--- src/rtl/kslwl_pkg.sv ---
// Shared constants and types for the key sequence lock.
// No dependencies; used by every module in rtl/.
`default_nettype none

package kslwl_pkg;

   // default geometry
   localparam int NUM_KEYS_DEF    = 4;
   localparam int CODE_LENGTH_DEF = 4;

   // fixed register widths
   localparam int TICK_W    = 16;
   localparam int ROUNDS_W  = 4;
   localparam int CSR_IDX_W = 3;

   // register reset values
   localparam int CODE_RESET      = 216;
   localparam int LOCKOUT_RESET   = 1000;
   localparam int BLINK_ON_RESET  = 50;
   localparam int BLINK_OFF_RESET = 50;
   localparam int ROUNDS_RESET    = 4;

   // register indexes
   localparam logic [CSR_IDX_W-1:0] CSR_CODE      = 3'd0;
   localparam logic [CSR_IDX_W-1:0] CSR_LOCKOUT   = 3'd1;
   localparam logic [CSR_IDX_W-1:0] CSR_BLINK_ON  = 3'd2;
   localparam logic [CSR_IDX_W-1:0] CSR_BLINK_OFF = 3'd3;
   localparam logic [CSR_IDX_W-1:0] CSR_ROUNDS    = 3'd4;

   // sequencer status towards the blink unit and the result register
   typedef struct packed {
      logic unlock;   // last key of the code matched this tick
      logic lockout;  // phase after this tick is lockout
   } lock_status_type;

endpackage

`default_nettype wire

--- src/rtl/kslwl_code_fsm.sv ---
// Code matching sequencer: key position, discard count and lockout timer.
// Depends on kslwl_pkg.
`default_nettype none

module kslwl_code_fsm #(
   parameter int NUM_KEYS    = kslwl_pkg::NUM_KEYS_DEF,
   parameter int CODE_LENGTH = kslwl_pkg::CODE_LENGTH_DEF,
   localparam int KEY_W      = $clog2(NUM_KEYS),
   localparam int CODE_W     = CODE_LENGTH * KEY_W,
   localparam int PHASE_W    = $clog2(CODE_LENGTH + 2)
) (
   input  wire logic                         clock,
   input  wire logic                         reset,
   input  wire logic                         step,
   input  wire logic [NUM_KEYS-1:0]          key_mask,
   input  wire logic [CODE_W-1:0]            code_seq,
   input  wire logic [kslwl_pkg::TICK_W-1:0] lockout_ticks,
   output logic      [PHASE_W-1:0]           phase_in,
   output kslwl_pkg::lock_status_type        status
);

   localparam int POS_W  = $clog2(CODE_LENGTH);
   localparam int PAD_W  = 2 ** KEY_W;
   localparam logic [PHASE_W-1:0] PH_IDLE    = '0;
   localparam logic [PHASE_W-1:0] PH_LAST    = PHASE_W'(CODE_LENGTH - 1);
   localparam logic [PHASE_W-1:0] PH_DISCARD = PHASE_W'(CODE_LENGTH);
   localparam logic [PHASE_W-1:0] PH_LOCKOUT = PHASE_W'(CODE_LENGTH + 1);
   localparam logic [POS_W-1:0]   LAST_POS   = POS_W'(CODE_LENGTH - 1);
   localparam logic [KEY_W:0]     KEY_LIMIT  = (KEY_W + 1)'(NUM_KEYS);

   logic [PHASE_W-1:0]           phase_ff;
   logic [POS_W-1:0]             discard_ff, discard_in;
   logic [kslwl_pkg::TICK_W-1:0] elapsed_ff, elapsed_in;

   logic [KEY_W-1:0] code_keys [CODE_LENGTH];
   logic [PAD_W-1:0] mask_pad;
   logic [POS_W-1:0] pos;
   logic [KEY_W-1:0] key;
   logic             press;
   logic             hit;
   logic             unlock;

   always_comb begin
      for (int i = 0; i < CODE_LENGTH; i++) begin
         code_keys[i] = code_seq[i*KEY_W +: KEY_W];
      end
   end

   assign mask_pad = PAD_W'(key_mask);
   assign press    = |key_mask;
   assign pos      = phase_ff[POS_W-1:0];
   assign key      = code_keys[pos];
   assign hit      = ({1'b0, key} < KEY_LIMIT) && mask_pad[key];

   always_comb begin
      phase_in   = phase_ff;
      discard_in = discard_ff;
      elapsed_in = elapsed_ff;
      unlock     = 1'b0;
      if (phase_ff < PH_DISCARD) begin
         if (press) begin
            if (hit) begin
               if (phase_ff == PH_LAST) begin
                  unlock   = 1'b1;
                  phase_in = PH_IDLE;
               end else begin
                  phase_in = phase_ff + 1'b1;
               end
            end else if (phase_ff == PH_LAST) begin
               phase_in   = PH_LOCKOUT;
               elapsed_in = '0;
               discard_in = '0;
            end else begin
               // swallow the rest of a code length of presses
               discard_in = LAST_POS - pos;
               phase_in   = PH_DISCARD;
            end
         end
      end else if (phase_ff == PH_DISCARD) begin
         if (press) begin
            if (discard_ff <= POS_W'(1)) begin
               phase_in   = PH_LOCKOUT;
               elapsed_in = '0;
               discard_in = '0;
            end else begin
               discard_in = discard_ff - 1'b1;
            end
         end
      end else if (phase_ff == PH_LOCKOUT) begin
         // timer runs every tick, keys ignored
         if (elapsed_ff >= lockout_ticks) begin
            phase_in = PH_IDLE;
         end else begin
            elapsed_in = elapsed_ff + 1'b1;
         end
      end else begin
         phase_in = PH_IDLE;
      end
   end

   assign status.unlock  = unlock;
   assign status.lockout = (phase_in == PH_LOCKOUT);

   always_ff @(posedge clock) begin
      if (reset) begin
         phase_ff   <= PH_IDLE;
         discard_ff <= '0;
         elapsed_ff <= '0;
      end else if (step) begin
         phase_ff   <= phase_in;
         discard_ff <= discard_in;
         elapsed_ff <= elapsed_in;
      end
   end

endmodule

`default_nettype wire

--- src/rtl/kslwl_blink.sv ---
// Success light blinker: on/off phases for a set number of rounds.
// Depends on kslwl_pkg.
`default_nettype none

module kslwl_blink (
   input  wire logic                           clock,
   input  wire logic                           reset,
   input  wire logic                           step,
   input  wire kslwl_pkg::lock_status_type     status,
   input  wire logic [kslwl_pkg::TICK_W-1:0]   on_ticks,
   input  wire logic [kslwl_pkg::TICK_W-1:0]   off_ticks,
   input  wire logic [kslwl_pkg::ROUNDS_W-1:0] rounds,
   output logic                                level_in
);

   logic                           active_ff, active_in;
   logic [kslwl_pkg::ROUNDS_W-1:0] rounds_left_ff, rounds_left_in;
   logic [kslwl_pkg::TICK_W-1:0]   elapsed_ff, elapsed_in;
   logic                           level_ff;
   logic [kslwl_pkg::TICK_W-1:0]   len;

   assign len = level_ff ? on_ticks : off_ticks;

   always_comb begin
      active_in      = active_ff;
      rounds_left_in = rounds_left_ff;
      elapsed_in     = elapsed_ff;
      level_in       = level_ff;
      if (status.unlock) begin
         // (re)start from the first on phase
         active_in      = 1'b1;
         rounds_left_in = rounds;
         elapsed_in     = '0;
         level_in       = 1'b1;
      end else if (active_ff) begin
         if (elapsed_ff >= len) begin
            elapsed_in = '0;
            if (level_ff) begin
               level_in = 1'b0;
            end else if (rounds_left_ff == kslwl_pkg::ROUNDS_W'(1)) begin
               active_in      = 1'b0;
               rounds_left_in = '0;
               level_in       = 1'b0;
            end else begin
               rounds_left_in = rounds_left_ff - 1'b1;
               level_in       = 1'b1;
            end
         end else begin
            elapsed_in = elapsed_ff + 1'b1;
         end
      end
   end

   always_ff @(posedge clock) begin
      if (reset) begin
         active_ff      <= 1'b0;
         rounds_left_ff <= '0;
         elapsed_ff     <= '0;
         level_ff       <= 1'b0;
      end else if (step) begin
         active_ff      <= active_in;
         rounds_left_ff <= rounds_left_in;
         elapsed_ff     <= elapsed_in;
         level_ff       <= level_in;
      end
   end

endmodule

`default_nettype wire

--- src/rtl/key_sequence_lock_with_lockout.sv ---
// Top level of the keypad combination lock: CSRs, request/result registers.
// Depends on kslwl_pkg, kslwl_code_fsm and kslwl_blink.
`default_nettype none

// Keypad combination lock with wrong-code lockout. Each request is one time
// tick carrying a mask of debounced key presses; each request yields exactly
// one response with the unlock pulse, lockout flag, success light level and
// the lock phase after that tick. A request is registered, then the whole
// state update runs combinationally into the response register, so the block
// takes one request every cycle; each response passes the request register
// and then the response register before it is presented.
// Throughput falls only when the response side stalls:
// the input register then holds one request and req_stall rises. CSRs
// (code, lockout length, blink on/off lengths, blink rounds) are written
// through csr_wr_en/csr_index/csr_wr_data and must only change while idle.
// The code holds CODE_LENGTH key numbers of clog2(NUM_KEYS) bits each, first
// key in the low bits; a key number not below NUM_KEYS never matches.
module key_sequence_lock_with_lockout #(
   parameter int NUM_KEYS    = kslwl_pkg::NUM_KEYS_DEF,
   parameter int CODE_LENGTH = kslwl_pkg::CODE_LENGTH_DEF,
   localparam int KEY_W      = $clog2(NUM_KEYS),
   localparam int CODE_W     = CODE_LENGTH * KEY_W,
   localparam int PHASE_W    = $clog2(CODE_LENGTH + 2),
   localparam int CSR_DATA_W = (CODE_W > kslwl_pkg::TICK_W) ? CODE_W : kslwl_pkg::TICK_W
) (
   input  wire logic                            clock,
   input  wire logic                            reset,
   // request channel
   input  wire logic                            req_valid,
   output logic                                 req_stall,
   input  wire logic [NUM_KEYS-1:0]             req_key_pressed_mask,
   // response channel
   output logic                                 rsp_valid,
   input  wire logic                            rsp_stall,
   output logic                                 rsp_unlock_pulse,
   output logic                                 rsp_error_indicator,
   output logic                                 rsp_success_indicator,
   output logic [PHASE_W-1:0]                   rsp_lock_phase,
   // configuration
   input  wire logic                            csr_wr_en,
   input  wire logic [kslwl_pkg::CSR_IDX_W-1:0] csr_index,
   input  wire logic [CSR_DATA_W-1:0]           csr_wr_data
);

   localparam logic [PHASE_W-1:0] PH_IDLE    = '0;
   localparam logic [PHASE_W-1:0] PH_LOCKOUT = PHASE_W'(CODE_LENGTH + 1);

   // ---- CSRs ----
   logic [CODE_W-1:0]                code_ff;
   logic [kslwl_pkg::TICK_W-1:0]     lockout_ff;
   logic [kslwl_pkg::TICK_W-1:0]     blink_on_ff;
   logic [kslwl_pkg::TICK_W-1:0]     blink_off_ff;
   logic [kslwl_pkg::ROUNDS_W-1:0]   rounds_ff;

   always_ff @(posedge clock) begin
      if (reset) begin
         code_ff      <= CODE_W'(kslwl_pkg::CODE_RESET);
         lockout_ff   <= kslwl_pkg::TICK_W'(kslwl_pkg::LOCKOUT_RESET);
         blink_on_ff  <= kslwl_pkg::TICK_W'(kslwl_pkg::BLINK_ON_RESET);
         blink_off_ff <= kslwl_pkg::TICK_W'(kslwl_pkg::BLINK_OFF_RESET);
         rounds_ff    <= kslwl_pkg::ROUNDS_W'(kslwl_pkg::ROUNDS_RESET);
      end else if (csr_wr_en) begin
         case (csr_index)
            kslwl_pkg::CSR_CODE: begin
               code_ff <= csr_wr_data[CODE_W-1:0];
            end
            kslwl_pkg::CSR_LOCKOUT: begin
               lockout_ff <= csr_wr_data[kslwl_pkg::TICK_W-1:0];
            end
            kslwl_pkg::CSR_BLINK_ON: begin
               blink_on_ff <= csr_wr_data[kslwl_pkg::TICK_W-1:0];
            end
            kslwl_pkg::CSR_BLINK_OFF: begin
               blink_off_ff <= csr_wr_data[kslwl_pkg::TICK_W-1:0];
            end
            kslwl_pkg::CSR_ROUNDS: begin
               rounds_ff <= csr_wr_data[kslwl_pkg::ROUNDS_W-1:0];
            end
            default: begin
               // unknown index: write dropped
            end
         endcase
      end
   end

   // ---- request register and flow control ----
   logic                req_valid_ff, req_valid_in;
   logic [NUM_KEYS-1:0] req_mask_ff;
   logic                req_take;
   logic                advance;   // response register can load
   logic                step;      // one tick is processed this cycle
   logic                rsp_valid_ff;

   assign advance   = !rsp_valid_ff || !rsp_stall;
   assign step      = req_valid_ff && advance;
   assign req_stall = req_valid_ff && !advance;
   assign req_take  = req_valid && !req_stall;

   always_comb begin
      req_valid_in = req_valid_ff;
      if (req_take) begin
         req_valid_in = 1'b1;
      end else if (step) begin
         req_valid_in = 1'b0;
      end
   end

   always_ff @(posedge clock) begin
      if (reset) begin
         req_valid_ff <= 1'b0;
      end else begin
         req_valid_ff <= req_valid_in;
      end
   end

   always_ff @(posedge clock) begin
      if (req_take) begin
         req_mask_ff <= req_key_pressed_mask;
      end
   end

   // ---- tick processing ----
   logic [PHASE_W-1:0]         phase_in;
   kslwl_pkg::lock_status_type status;
   logic                       level_in;

   kslwl_code_fsm #(
      .NUM_KEYS    (NUM_KEYS),
      .CODE_LENGTH (CODE_LENGTH)
   ) u_code_fsm (
      .clock         (clock),
      .reset         (reset),
      .step          (step),
      .key_mask      (req_mask_ff),
      .code_seq      (code_ff),
      .lockout_ticks (lockout_ff),
      .phase_in      (phase_in),
      .status        (status)
   );

   kslwl_blink u_blink (
      .clock     (clock),
      .reset     (reset),
      .step      (step),
      .status    (status),
      .on_ticks  (blink_on_ff),
      .off_ticks (blink_off_ff),
      .rounds    (rounds_ff),
      .level_in  (level_in)
   );

   // ---- response register ----
   logic               rsp_unlock_ff;
   logic               rsp_error_ff;
   logic               rsp_success_ff;
   logic [PHASE_W-1:0] rsp_phase_ff;

   always_ff @(posedge clock) begin
      if (reset) begin
         rsp_valid_ff <= 1'b0;
      end else if (step) begin
         rsp_valid_ff <= 1'b1;
      end else if (!rsp_stall) begin
         rsp_valid_ff <= 1'b0;
      end
   end

   always_ff @(posedge clock) begin
      if (step) begin
         rsp_unlock_ff  <= status.unlock;
         rsp_error_ff   <= status.lockout;
         rsp_success_ff <= level_in;
         rsp_phase_ff   <= phase_in;
      end
   end

   assign rsp_valid             = rsp_valid_ff;
   assign rsp_unlock_pulse      = rsp_unlock_ff;
   assign rsp_error_indicator   = rsp_error_ff;
   assign rsp_success_indicator = rsp_success_ff;
   assign rsp_lock_phase        = rsp_phase_ff;

   // ---- assertions ----
   // a held response is never overwritten by a new tick
   a_no_overwrite: assert property (@(posedge clock) disable iff (reset)
      !(step && rsp_valid_ff && rsp_stall))
      else $error("response overwritten while stalled");

   // an unlock leaves the sequencer idle with the light on
   a_unlock_state: assert property (@(posedge clock) disable iff (reset)
      (rsp_valid_ff && rsp_unlock_ff) |-> (rsp_phase_ff == PH_IDLE) && rsp_success_ff)
      else $error("unlock response with wrong phase or light");

   // phase never goes past lockout, and lockout implies the error light
   a_phase_range: assert property (@(posedge clock) disable iff (reset)
      rsp_valid_ff |-> (rsp_phase_ff <= PH_LOCKOUT) &&
                       (rsp_error_ff == (rsp_phase_ff == PH_LOCKOUT)))
      else $error("phase out of range or error flag mismatch");

endmodule

`default_nettype wire

--- config.mk ---
export PLATFORM = sky130hd
export DESIGN_NAME = key_sequence_lock_with_lockout
export DESIGN_NICKNAME = d
export VERILOG_FILES = /design/src/rtl/kslwl_pkg.sv /design/src/rtl/kslwl_code_fsm.sv /design/src/rtl/kslwl_blink.sv /design/src/rtl/key_sequence_lock_with_lockout.sv
export SDC_FILE = /design/constraint.sdc
export NUM_CORES = 1
export LEC_CHECK = 0
export ABC_AREA = 1
export BUFFER_PORTS_ARGS = -buffer_cell sky130_fd_sc_hd__buf_2
export CORE_ASPECT_RATIO = 0.5
export CORE_UTILIZATION = 50
export CTS_CLUSTER_SIZE = 8
export DETAILED_ROUTE_END_ITERATION = 12
export GPL_TIMING_DRIVEN = 0
export PLACE_DENSITY = 0.75
export SETUP_SLACK_MARGIN = 0.2
export SYNTH_ARGS = -nofsm -noshare
export SYNTH_HDL_FRONTEND = slang
export SYNTH_SLANG_ARGS = --single-unit
export TNS_END_PERCENT = 50
--- constraint.sdc ---
create_clock -name clock -period 2.9 [get_ports clock]
set_input_delay 0.435 -clock clock [delete_from_list [all_inputs] [get_ports clock]]
set_output_delay 0.435 -clock clock [all_outputs]
set_load 0.005 [all_outputs]
* Yosys cells after proc, flatten, opt, wreduce, memory -nomap -nowiden
Index checks and enable logic that the tools add are counted. Widths: inputs -> output; s select.
Word-level totals: bits in registers 115, bits in latches 0, RAM bits 0, bits in read-only memories 0, input bits 28, logic and storage cells 130, memories kept 0
Cells by class: add/subtract/negate cells 6, multiply operators 0, div/mod/pow operators 0, $lt $le $gt $ge 6, equal/unequal tests 17, shift operators 0, multiplexer cells 57, bitwise gates (word level) 1, reduce and logical (&&, ||, !) cells 24
Operators with widths (number):
- $mux 16 | 13
- $add 16x1->16 const B | 2
- $ge 16x16->1 | 2
- $mux 3 | 9
- $mux 4 | 5
- $mux 1 | 19
- $mux 2 | 9
- $eq 3x3->1 const B | 4
- $reduce_and 2->1 | 6
- $eq 3x2->1 const B | 3
- $reduce_and 4->1 | 2
- $reduce_and 8->1 | 1
- $reduce_bool 2->1 | 4
- $ne 2x1->1 const B | 3
- $ne 2x2->1 const B | 3
- $bmux 2 s2 | 1
- $eq 4x1->1 const B | 1
- $logic_not 1->1 | 4
- $reduce_or 4->1 | 1
- $sub 4x1->4 const B | 1
- $add 3x1->3 const B | 1
- $eq 3x1->1 const B | 1
- $ge 3x3->1 const B | 1
- $logic_and 1x1->1 | 3
- other kinds (12) | 12

* Depth between registers and ports, before layout
Gate-level depths: netlist of the first run.
word-level depth 11, mapped depth 20, depth with buffers taken out 19

* By module
From an unflattened synthesis of the first run, not the netlist that was laid out.
Unflattened totals: cells, all modules 930, area, all modules 6533.8 µm²
Modules (own cells, without submodules):
- key_sequence_lock_with_lockout | times used 1, cells each 364, area an instance 2822.7 µm²
- kslwl_code_fsm | times used 1, cells each 334, area an instance 2049.5 µm²
- kslwl_blink | times used 1, cells each 232, area an instance 1661.6 µm²

* Least setup slack after synthesis of the first run
OpenSTA, ideal clock, no wires.
kind flip-flop to flip-flop, start reg u_blink.level_ff, end reg u_blink.elapsed_ff[10] (netlist bit), library setup time 0.064 ns, arrival 2.590 ns, slack 0.246 ns, stages on the path, launching flop included 20, path through dfxtp_1 > clkbuf_1 > clkinv_1 > clkbuf_1 > nand2_1 > o21ai_0 > ha_1 > nand2_1 > inv_1 > o21bai_1 > nand2_1 > a21oi_1 > nand2_1 > nor2_1 > nand2_1 > nand2_1 > nand2_1 > inv_1 > nand2_1 > nor2_1
On the way: cells in the longest elaborated chain, start to end 5
Ends and longest elaborated chain:
- start, declared | RTL line kslwl_blink.sv:19 | logic level_ff;
- start signal, assigned | RTL line kslwl_blink.sv:64 | level_ff <= level_in;
- $mux 16 | RTL line kslwl_blink.sv:22 | assign len = level_ff ? on_ticks : off_ticks;
- $ge 16x16->1 | RTL line kslwl_blink.sv:36 | if (elapsed_ff >= len) begin
- $mux 16 | RTL line kslwl_blink.sv:36
- $mux 16 | RTL line kslwl_blink.sv:35 | end else if (active_ff) begin
- $mux 16 | RTL line kslwl_blink.sv:29 | if (status.unlock) begin
- end signal, assigned | RTL line kslwl_blink.sv:63 | elapsed_ff <= elapsed_in;
- end, declared | RTL line kslwl_blink.sv:18 | logic [kslwl_pkg::TICK_W-1:0] elapsed_ff, elapsed_in;
No other way between the ends. The select of a mux whose other input is x is not followed. A chain may end at the register's enable or synchronous reset.

* Final worst setup path of the first run
Ends and elaborated chain as after synthesis.

==> metrics.cfg, run 1 <==
[status]
status=complete, no violations

[pwr]
power_per_cell_area_nw_per_um2=560.0
combPwrFrac_pct=9.7
p_switching_mw=1.057
ir_drop_mv=0.3620
seqPwrFrac_pct=40.6
pwr-share-clk_pct=49.7
p_leak_nw=3.248
internal_power_mw=3.071
switching_share_pct=25.61

[timing]
rsz0062_at_grt=no
finalHoldViolations=0
fin_skew_ps=9.731
timing.fmax_mhz=400.7
maxSlewViolCount=0
final-setup-viol-count=0
final.period_utilization_pct=86.06
slew_headroom_pct=42.38
holdWs_ps=189.1
layout_min_cycle_time_ps=2496
worstMarginPinSlew_ps=857.7

[cts]
holdBufCountCts=0
cts_root_buffer=clkbuf_16
clk_pin_slew_worst_paths_ps=60
cts_tree=done
clkLatencyLatePin_ps=420
cts.sinks=115
cts.path.max_buffers=2
cts.htree.levels=4
numCtsBuffers=17

[synthesis]
synth_area_per_cell_um2=7.107
synth-seq-cells=115
synth_area_um2=6361
synthCells=895
yosysWarnings=0
ys_seq_area_share_pct=37.77
synth.net_count=962
synthDistinctLibCells=38

[worst_setup_path]
endpoint_kind=register
critPathKind=reg -> reg
crit_path_max_fanout=10
cp-start-kind=register
required_ps=3250
cp.arrival_ps=2850

[floorplan]
die_h_um=81.76
die_w_um=161.5
initial_utilization_pct=52.63
pin_count=36
die-area_um2=13200
core_area_um2=12090
rows=28

[grt]
grt-ovfl-total=0
grt_pass1_vias=5355
track_usage_pct=25.29
grt_first_pass_wirelength_um=26050
grt_start_max_net_pins=17
antenna_found_initial=0

[run]
drv_cap=0

[routing]
wire_per_inst_um=14.11
drt-pass1-iter-count=5
routed_wl_um=15920
via_per_inst=5.371
postRouteAntennaNets=0
drc=0
first_iter_violations=401
num_vias=6058

[final_layout]
drive_gt1_share_pct=10.90
layout_commonest_cell=nand2_1
final_area_um2=7372
n_antenna_cell=0
syn_to_final_growth_pct=15.89
mostFrequentLayoutCells=nand2_1, inv_1, dfxtp_1, nor2_1, a21oi_1
nets=1017

[placed_design]
placed_area_um2=6743
hpwl_um=11640
gp_congestion=0.8990
port_buffers=35

[worst_hold_path]
min_path_type=in -> reg

-- sequential cells by signal, indices dropped and copies added (netlist names), 3 cells and up --
signal,count
blink_off_ff,16
blink_on_ff,16
lockout_ff,16
u_blink.elapsed_ff,16
u_code_fsm.elapsed_ff,16
code_ff,8
req_mask_ff,4
rounds_ff,4
u_blink.rounds_left_ff,4
rsp_lock_phase,3
u_code_fsm.phase_ff,3
-- per-stage QoR --
stage	utilization, %	TNS [ps]	power, mW	instances	setup WS (ps)
after floorplan	-	0	1.971	895	245.7
after global placement	55.79	-6192	2.082	1095	-478.4
after detailed placement	55.79	-7114	2.093	1095	-543.5
after CTS	60.75	0	4.129	1127	216.7
after global routing	60.99	0	4.267	1128	216.2
final	60.99	0	4.129	1128	404.3
-- worst max-delay path, stage by stage, from the launching register on --
cell and delay [ps]:
dfxtp_1 300, buf_4 170, inv_4 70, clkbuf_4 190, o21ai_2 150, ha_1 260
nand2_1 140, o21bai_1 140, nand2_1 80, a21oi_2 140, nand2_1 110, nor2_4 130
nand2_1 110, nand2_1 90, nand2_2 110, inv_1 110, nand2_1 50, nor2_1 70
-- logic make-up (layout without fill, tap and decap cells) --
logic type | Yosys count | count (layout) | synth area share, %
AOI/OAI and AO/OA | 169 | 169 | 14.26
xor gates and xnor gates | 16 | 16 | 2.203
adders and majority gates | 39 | 39 | 7.671
buffers and inverters | 145 | 213 | 9.284
DFF | 115 | 115 | 37.77
muxes | 3 | 3 | 0.4721
and+or+nand+nor | 408 | 408 | 28.34
-- power groups by stage --
stage / Clock [mW] / Sequential [mW] / Combinational (mW)
2_1_floorplan: 0 / 1.71 / 0.264
3_3_place_gp: 0 / 1.71 / 0.372
3_5_place_dp: 0 / 1.71 / 0.382
4_1_cts: 2.06 / 1.68 / 0.388
5_1_grt: 2.14 / 1.68 / 0.449
6_report: 2.05 / 1.68 / 0.399
-- cell usage after synthesis --
| cell | instances | area share [%] |
|---|---|---|
| clkinv_1 | 1 | 0.059 |
| buf_1 | 1 | 0.059 |
| o31ai_1 | 1 | 0.12 |
| o211ai_1 | 7 | 0.83 |
| mux2i_1 | 3 | 0.47 |
| xnor2_1 | 4 | 0.55 |
| ha_1 | 39 | 7.7 |
| edfxtp_1 | 10 | 4.7 |
| nand3b_1 | 2 | 0.24 |
| nor4_1 | 1 | 0.098 |
| nor2_4 | 2 | 0.35 |
| nand2_4 | 1 | 0.18 |
| nor3_1 | 19 | 1.5 |
| buf_2 | 2 | 0.16 |
| o22ai_1 | 3 | 0.30 |
| nand3_4 | 2 | 0.55 |
| inv_2 | 4 | 0.24 |
| a21boi_0 | 1 | 0.12 |
| inv_1 | 107 | 6.3 |
| a21oi_2 | 1 | 0.14 |
| nand4_1 | 28 | 2.8 |
| dfxtp_1 | 105 | 33 |
| buf_4 | 1 | 0.12 |
| nand3_1 | 63 | 5.0 |
| o21ai_0 | 73 | 5.7 |
| nor2_1 | 104 | 6.1 |
| inv_4 | 1 | 0.098 |
| a21oi_1 | 75 | 5.9 |
| nand2_1 | 178 | 11 |
| a31oi_1 | 1 | 0.098 |
| nand2_2 | 3 | 0.30 |
| a211oi_4 | 1 | 0.31 |
| clkbuf_1 | 23 | 1.4 |
| buf_6 | 5 | 0.89 |
| a21o_1 | 1 | 0.12 |
| o21bai_1 | 5 | 0.59 |
| xor2_1 | 12 | 1.7 |
| nand3_2 | 5 | 0.79 |
-- worst paths after layout --
kind	start	end	slack (ps)	cells after the start
setup reg to reg	u_blink.level_ff	u_blink.elapsed_ff[10]	400	17
setup / recovery	u_blink.level_ff	u_blink.elapsed_ff[10]	400	17
hold reg to reg	blink_off_ff[7]	blink_off_ff[7]	450	2
hold / removal	req_key_pressed_mask[1]	req_mask_ff[1]	190	1
-- area by class of cell --
| class | instances | area, µm² |
|---|---|---|
| Multi-Input combinational cell | 635 | 3400 |
| Tap cell | 165 | 206.4 |
| Timing Repair Buffer | 36 | 182.7 |
| Sequential cell | 115 | 2402 |
| Inverter | 113 | 429.2 |
| Fill cell | 1086 | 4715 |
| Buffer | 32 | 175.2 |
| Clock inverter | 8 | 75.07 |
| Clock buffer | 24 | 501.7 |
-- metal layers --
metal / wire [µm] / vias to the layer above / share of wire, % / track usage (%)
li1: - / 3082 / - / -
met1: 7627 / 2750 / 48 / 33.50
met2: 6994 / 195 / 44 / 41.38
met3: 1016 / 31 / 6.4 / 5.354
met4: 276 / 0 / 1.7 / 8.679
met5: 0 / - / 0 / 0
-- timing repair --
item / in CTS / in global routing
buffers inserted: 0 / 1
setup endpoints to repair: 23 / 17
resized for setup: 13 / 10
pin swaps: 0 / 0
Power figures use the tool's default switching activity.
==> run 2, diff against run 1 <==
PLACE_DENSITY = 0.68   (was 0.75)
==> metrics.cfg, run 2 (synthesis gave the netlist of run 1 again) <==
[timing]
timing.fmax_mhz=399.1  ; -0.40%
rsz0062_at_grt=no
final.period_utilization_pct=86.41  ; +0.35 points
maxSlewViolCount=0  ; unchanged
final-setup-viol-count=0  ; unchanged
fin_skew_ps=9.152  ; -0.5793 ps
layout_min_cycle_time_ps=2506  ; +10.15 ps
worstMarginPinSlew_ps=823.4  ; -34.34 ps
finalHoldViolations=0  ; unchanged
slew_headroom_pct=44.68  ; +2.3 points
holdWs_ps=185.5  ; -3.537 ps

[placed_design]
gp_congestion=0.9071  ; +0.90%
port_buffers=35  ; unchanged
dp_cells=1095  ; unchanged
hpwl_um=11830  ; +1.6%

[cts]
cts.sinks=115  ; unchanged
clkLatencyLatePin_ps=420  ; about the same
clk_pin_slew_worst_paths_ps=60  ; about the same
cts.path.max_buffers=2  ; unchanged
cts.htree.levels=4  ; unchanged
numCtsBuffers=17  ; unchanged
cts_tree=done
holdBufCountCts=0  ; unchanged
cts_root_buffer=clkbuf_16

[worst_setup_path]
cpMostUsedCell=nand2_1
cp-start-kind=register
required_ps=3260  ; about the same
cp_slowest_stage_delay_ps=320  ; +20 ps
path_delay_family=simple AND/OR/NAND/NOR gates
crit_path_max_fanout=10  ; unchanged
cp.arrival_ps=2860  ; about the same
worstPathCellList=buf_6 > inv_4 > clkbuf_4 > o21ai_0 > ha_1 > nand2_1 > nor2_1 > a21oi_2 > nand2_1 > nor2_4 > nand2_1 > nand2_1 > nand2_2 > inv_1 > nand2_1 > nor2_1
cp_slowest_cell=dfxtp_1
cp.buffers_inverters=4  ; unchanged
critPathKind=reg -> reg
endpoint_kind=register

[routing]
drt-pass1-iter-count=5  ; unchanged
num_vias=5945  ; -1.9%
via_per_inst=5.266  ; -2.0%
first_iter_violations=456  ; +14%
routed_wl_um=16100  ; +1.2%
wire_per_inst_um=14.26  ; +1.1%
drc=0  ; unchanged
postRouteAntennaNets=0  ; unchanged

[run]
drv_cap=0  ; unchanged

[floorplan]
pin_count=36  ; unchanged
rows=28  ; unchanged
initial_utilization_pct=52.63  ; unchanged
die_w_um=161.5  ; unchanged
die_h_um=81.76  ; unchanged
core_area_um2=12090  ; unchanged
die-area_um2=13200  ; unchanged

[final_layout]
mostFrequentLayoutCells=nand2_1, inv_1, dfxtp_1, nor2_1, a21oi_1
fin_util_pct=61.23  ; +0.24 points
layout_commonest_cell=nand2_1
nets=1018  ; +0.098%
syn_to_final_growth_pct=16.35
drive_gt1_share_pct=10.48  ; -0.43 points
fin_cells=1129  ; +0.089%
n_antenna_cell=0  ; unchanged

[worst_hold_path]
min_path_type=in -> reg

[pwr]
power_per_cell_area_nw_per_um2=573.0  ; +2.3%
ir_drop_mv=0.2976  ; -18%
p_leak_nw=3.265  ; +0.52%

[grt]
grt-ovfl-total=0  ; unchanged
grt_start_max_net_pins=17  ; unchanged
antenna_found_initial=0  ; unchanged
grt_pass1_vias=5308  ; -0.88%
track_usage_pct=25.44  ; +0.16 points
grt_first_pass_wirelength_um=25960  ; -0.35%

[status]
status=complete, no violations

==> run 2: cell count changes in the layout (fill, tap and decap cells not counted) <==
| cell | change |
|---|---|
| buf_6 | +1 |
| clkinv_1 | +4 |
| clkbuf_4 | +1 |
| clkinvlp_4 | -2 |
| bufinv_16 | +3 |
| o21ai_2 | -1 |
| clkbuf_8 | -5 |
| o21ai_1 | +2 |
| buf_4 | -1 |
| o21ai_0 | -1 |
==> run 2: report_power, final <==
group / internal, mW / switching (mW) / total, mW
Combinational: 0.128 / 0.271 / 0.399
Sequential: 1.66 / 0.0211 / 1.68
Clock: 1.42 / 0.746 / 2.16
Total: 3.20 / 1.04 / 4.24
==> run 2: worst paths after layout <==
kind,start,end,slack [ps],depth (start not counted)
min reg2reg,blink_off_ff[7],blink_off_ff[7],450,2
max,u_blink.level_ff,u_blink.elapsed_ff[10],390,16
max reg2reg,u_blink.level_ff,u_blink.elapsed_ff[10],390,16
min,req_key_pressed_mask[1],req_mask_ff[1],190,1
==> run 2: worst register-to-register path, cell delays in order, from the launching register on <==
cell,delay (ps)
dfxtp_1,320
buf_6,150
inv_4,60
clkbuf_4,190
o21ai_0,290
ha_1,290
nand2_1,100
nor2_1,60
a21oi_2,160
nand2_1,110
nor2_4,140
nand2_1,100
nand2_1,100
nand2_2,110
inv_1,110
nand2_1,60
nor2_1,90
==> run 2: final cells by class <==
| cell class | count | area [µm²] |
|---|---|---|
| fill | 1086 | 4686 |
| multi-input combinational | 635 | 3396 |
| sequential | 115 | 2402 |
| clock buffer | 19 | 432.9 |
| inverter | 113 | 429.2 |
| tap | 165 | 206.4 |
| timing repair buffer | 37 | 190.2 |
| buffer | 32 | 178.9 |
| clock inverter | 13 | 165.2 |
==> run 2: repair_timing <==
action,CTS,global route
setup endpoints to repair,23,16
gates resized for setup,14,9
buffers inserted,0,2
pin swaps,0,1
==> run 2: per-layer routing <==
metal	vias to the layer above	routed length [µm]	track usage (%)
li1	3074	-	-
met1	2687	8146	35.56
met2	159	6951	39.61
met3	25	786	4.697
met4	0	214	8.774
met5	-	0	0
==> run 2: through the flow <==
| step | setup WS [ps] | setup TNS, ps | total power, mW | cell area [µm²] |
|---|---|---|---|---|
| after CTS | 221.9 | 0 | 4.240 | 7367 |
| after global routing | 226.7 | 0 | 4.385 | 7401 |
| final | 394.1 | 0 | 4.241 | 7401 |
| after floorplan | 245.7 | 0 | 1.971 | 6361 |
| after detailed placement | -601.3 | -8101 | 2.094 | 6743 |
| after global placement | -496.3 | -6759 | 2.084 | 6743 |
==> run 3, diff against run 2 <==
PLACE_DENSITY = 0.71   (was 0.68)
clock period = 2.1 ns   (was 2.9 ns; I/O delays follow)
==> metrics.cfg, run 3 (synthesis gave the netlist of run 1 again) <==
[status]
status=complete, but fails checks
violations=negative setup slack

[cts]
clk_pin_slew_worst_paths_ps=60  ; about the same
cts.path.max_buffers=2  ; unchanged
cts_tree=done
holdBufCountCts=0  ; unchanged
numCtsBuffers=17  ; unchanged
cts_root_buffer=clkbuf_16
cts.htree.levels=4  ; unchanged
cts.sinks=115  ; unchanged
clkLatencyLatePin_ps=430  ; about the same

[placed_design]
gp_congestion=0.8766  ; -3.4%
hpwl_um=11600  ; -2.0%
port_buffers=35  ; unchanged
placed_area_um2=6785  ; +0.63%
dp_cells=1095  ; unchanged

[timing]
timing.fmax_mhz=417.2  ; +4.5%
maxSlewViolCount=0  ; unchanged
fin_skew_ps=7.847  ; -1.305 ps
worstMarginPinSlew_ps=816.5  ; -6.862 ps
final.period_utilization_pct=114.1  ; +28 points
rsz0062_at_grt=yes
holdWs_ps=59.51  ; -126.0 ps
finalHoldViolations=0  ; unchanged
setup_ws_ps=-296.8  ; -690.9 ps
slew_headroom_pct=45.56  ; +0.88 points
layout_min_cycle_time_ps=2397  ; -109.1 ps
final-setup-viol-count=23  ; +23

[final_layout]
mostFrequentLayoutCells=nand2_1, inv_1, nor2_1, dfxtp_1, a21oi_1
final_area_um2=8329  ; +13%
nets=1045  ; +2.7%
drive_gt1_share_pct=24.62  ; +14 points
fin_cells=1156  ; +2.4%
syn_to_final_growth_pct=30.94
n_antenna_cell=0  ; unchanged
layout_commonest_cell=nand2_1

[worst_setup_path]
critPathKind=reg -> reg
crit_path_max_fanout=7  ; -3
cp.arrival_ps=2660  ; -200 ps
required_ps=2370  ; -890 ps
cp-start-kind=register
endpoint_kind=register

[pwr]
pwr-share-clk_pct=47.0  ; -4.0 points
combPwrFrac_pct=12.8  ; +3.4 points
ir_drop_mv=0.6210  ; +110%
switching_share_pct=27.72  ; +3.2 points
seqPwrFrac_pct=40.2  ; +0.6 points
p_switching_mw=1.599  ; +54%
power_per_cell_area_nw_per_um2=692.9  ; +21%
internal_power_mw=4.172  ; +30%
p_leak_nw=3.506  ; +7.4%

[routing]
via_per_inst=5.529  ; +5.0%
first_iter_violations=556  ; +22%
wire_per_inst_um=15.64  ; +9.7%
drt-pass1-iter-count=5  ; unchanged
postRouteAntennaNets=0  ; unchanged
routed_wl_um=18080  ; +12%
num_vias=6392  ; +7.5%
drc=0  ; unchanged

[run]
drv_cap=0  ; unchanged

[floorplan]
die_w_um=161.5  ; unchanged
die_h_um=81.76  ; unchanged
rows=28  ; unchanged
die-area_um2=13200  ; unchanged
core_area_um2=12090  ; unchanged
pin_count=36  ; unchanged
initial_utilization_pct=52.63  ; unchanged

[grt]
grt_start_max_net_pins=17  ; unchanged
grt-ovfl-total=0  ; unchanged
grt_pass1_vias=5607  ; +5.6%
track_usage_pct=26.86  ; +1.4 points
grt_first_pass_wirelength_um=27480  ; +5.8%
antenna_found_initial=0  ; unchanged

[worst_hold_path]
min_path_type=in -> reg

[run 3: area by class of cell]
class | instances | area, µm²
Multi-Input combinational cell | 635 | 3983
Fill cell | 953 | 3757
Sequential cell | 115 | 2430
Timing Repair Buffer | 64 | 469.2
Inverter | 113 | 462.9
Clock buffer | 17 | 425.4
Buffer | 32 | 235.2
Tap cell | 165 | 206.4
Clock inverter | 15 | 117.6
[run 3: per-stage QoR]
stage               worst slack, ps  util (%)  TNS (ps)  total power, mW
floorplan                    -36.89         -    -201.4            2.732
global placement             -498.7     56.14    -12200            2.889
detailed placement           -579.0     56.14    -14270            2.904
CTS                          -214.7     62.82     -4925            5.621
global route                 -449.2     68.91     -7251            5.965
finish                       -296.8     68.91     -4783            5.771
[run 3: worst paths after layout]
| path | startpoint | end | slack (ps) | cells past startpoint |
|---|---|---|---|---|
| setup / recovery | u_blink.level_ff | u_blink.active_ff | -300 | 14 |
| hold / removal | req_key_pressed_mask[3] | req_mask_ff[3] | 60 | 1 |
| setup reg to reg | u_blink.level_ff | u_blink.active_ff | -300 | 14 |
| hold reg to reg | rounds_ff[1] | rounds_ff[1] | 450 | 2 |
[run 3: power by group through the flow]
stage	combinational, mW	sequential [mW]	clock (mW)
finish	0.740	2.32	2.71
global route	0.812	2.33	2.83
CTS	0.606	2.32	2.70
detailed placement	0.541	2.36	0
global placement	0.528	2.36	0
floorplan	0.376	2.36	0
[run 3: critical path, cell delays in order, from the launching register on]
cell	delay, ps
dfxtp_2	340
buf_8	130
clkinv_8	70
clkbuf_16	170
nand2_4	70
o21ai_2	60
ha_1	280
nand4_1	130
nor3_4	220
nand3_2	160
inv_2	110
nor2_4	50
buf_4	140
o21ai_0	200
a21oi_1	100
[run 3: routing by layer]
metal  GRT usage (%)  wire (µm)  vias up
li1                -          -     3131
met1           35.82       8174     2955
met2           43.23       8235      259
met3           4.899       1185       47
met4           11.51        481        0
met5               0          0        -
[run 3: what timing repair did]
action                     4_1_cts  5_1_grt
setup endpoints to repair       40       56
setup buffers                    6       20
pin swaps                       13       37
cloned                           1        2
resized for setup               53      134
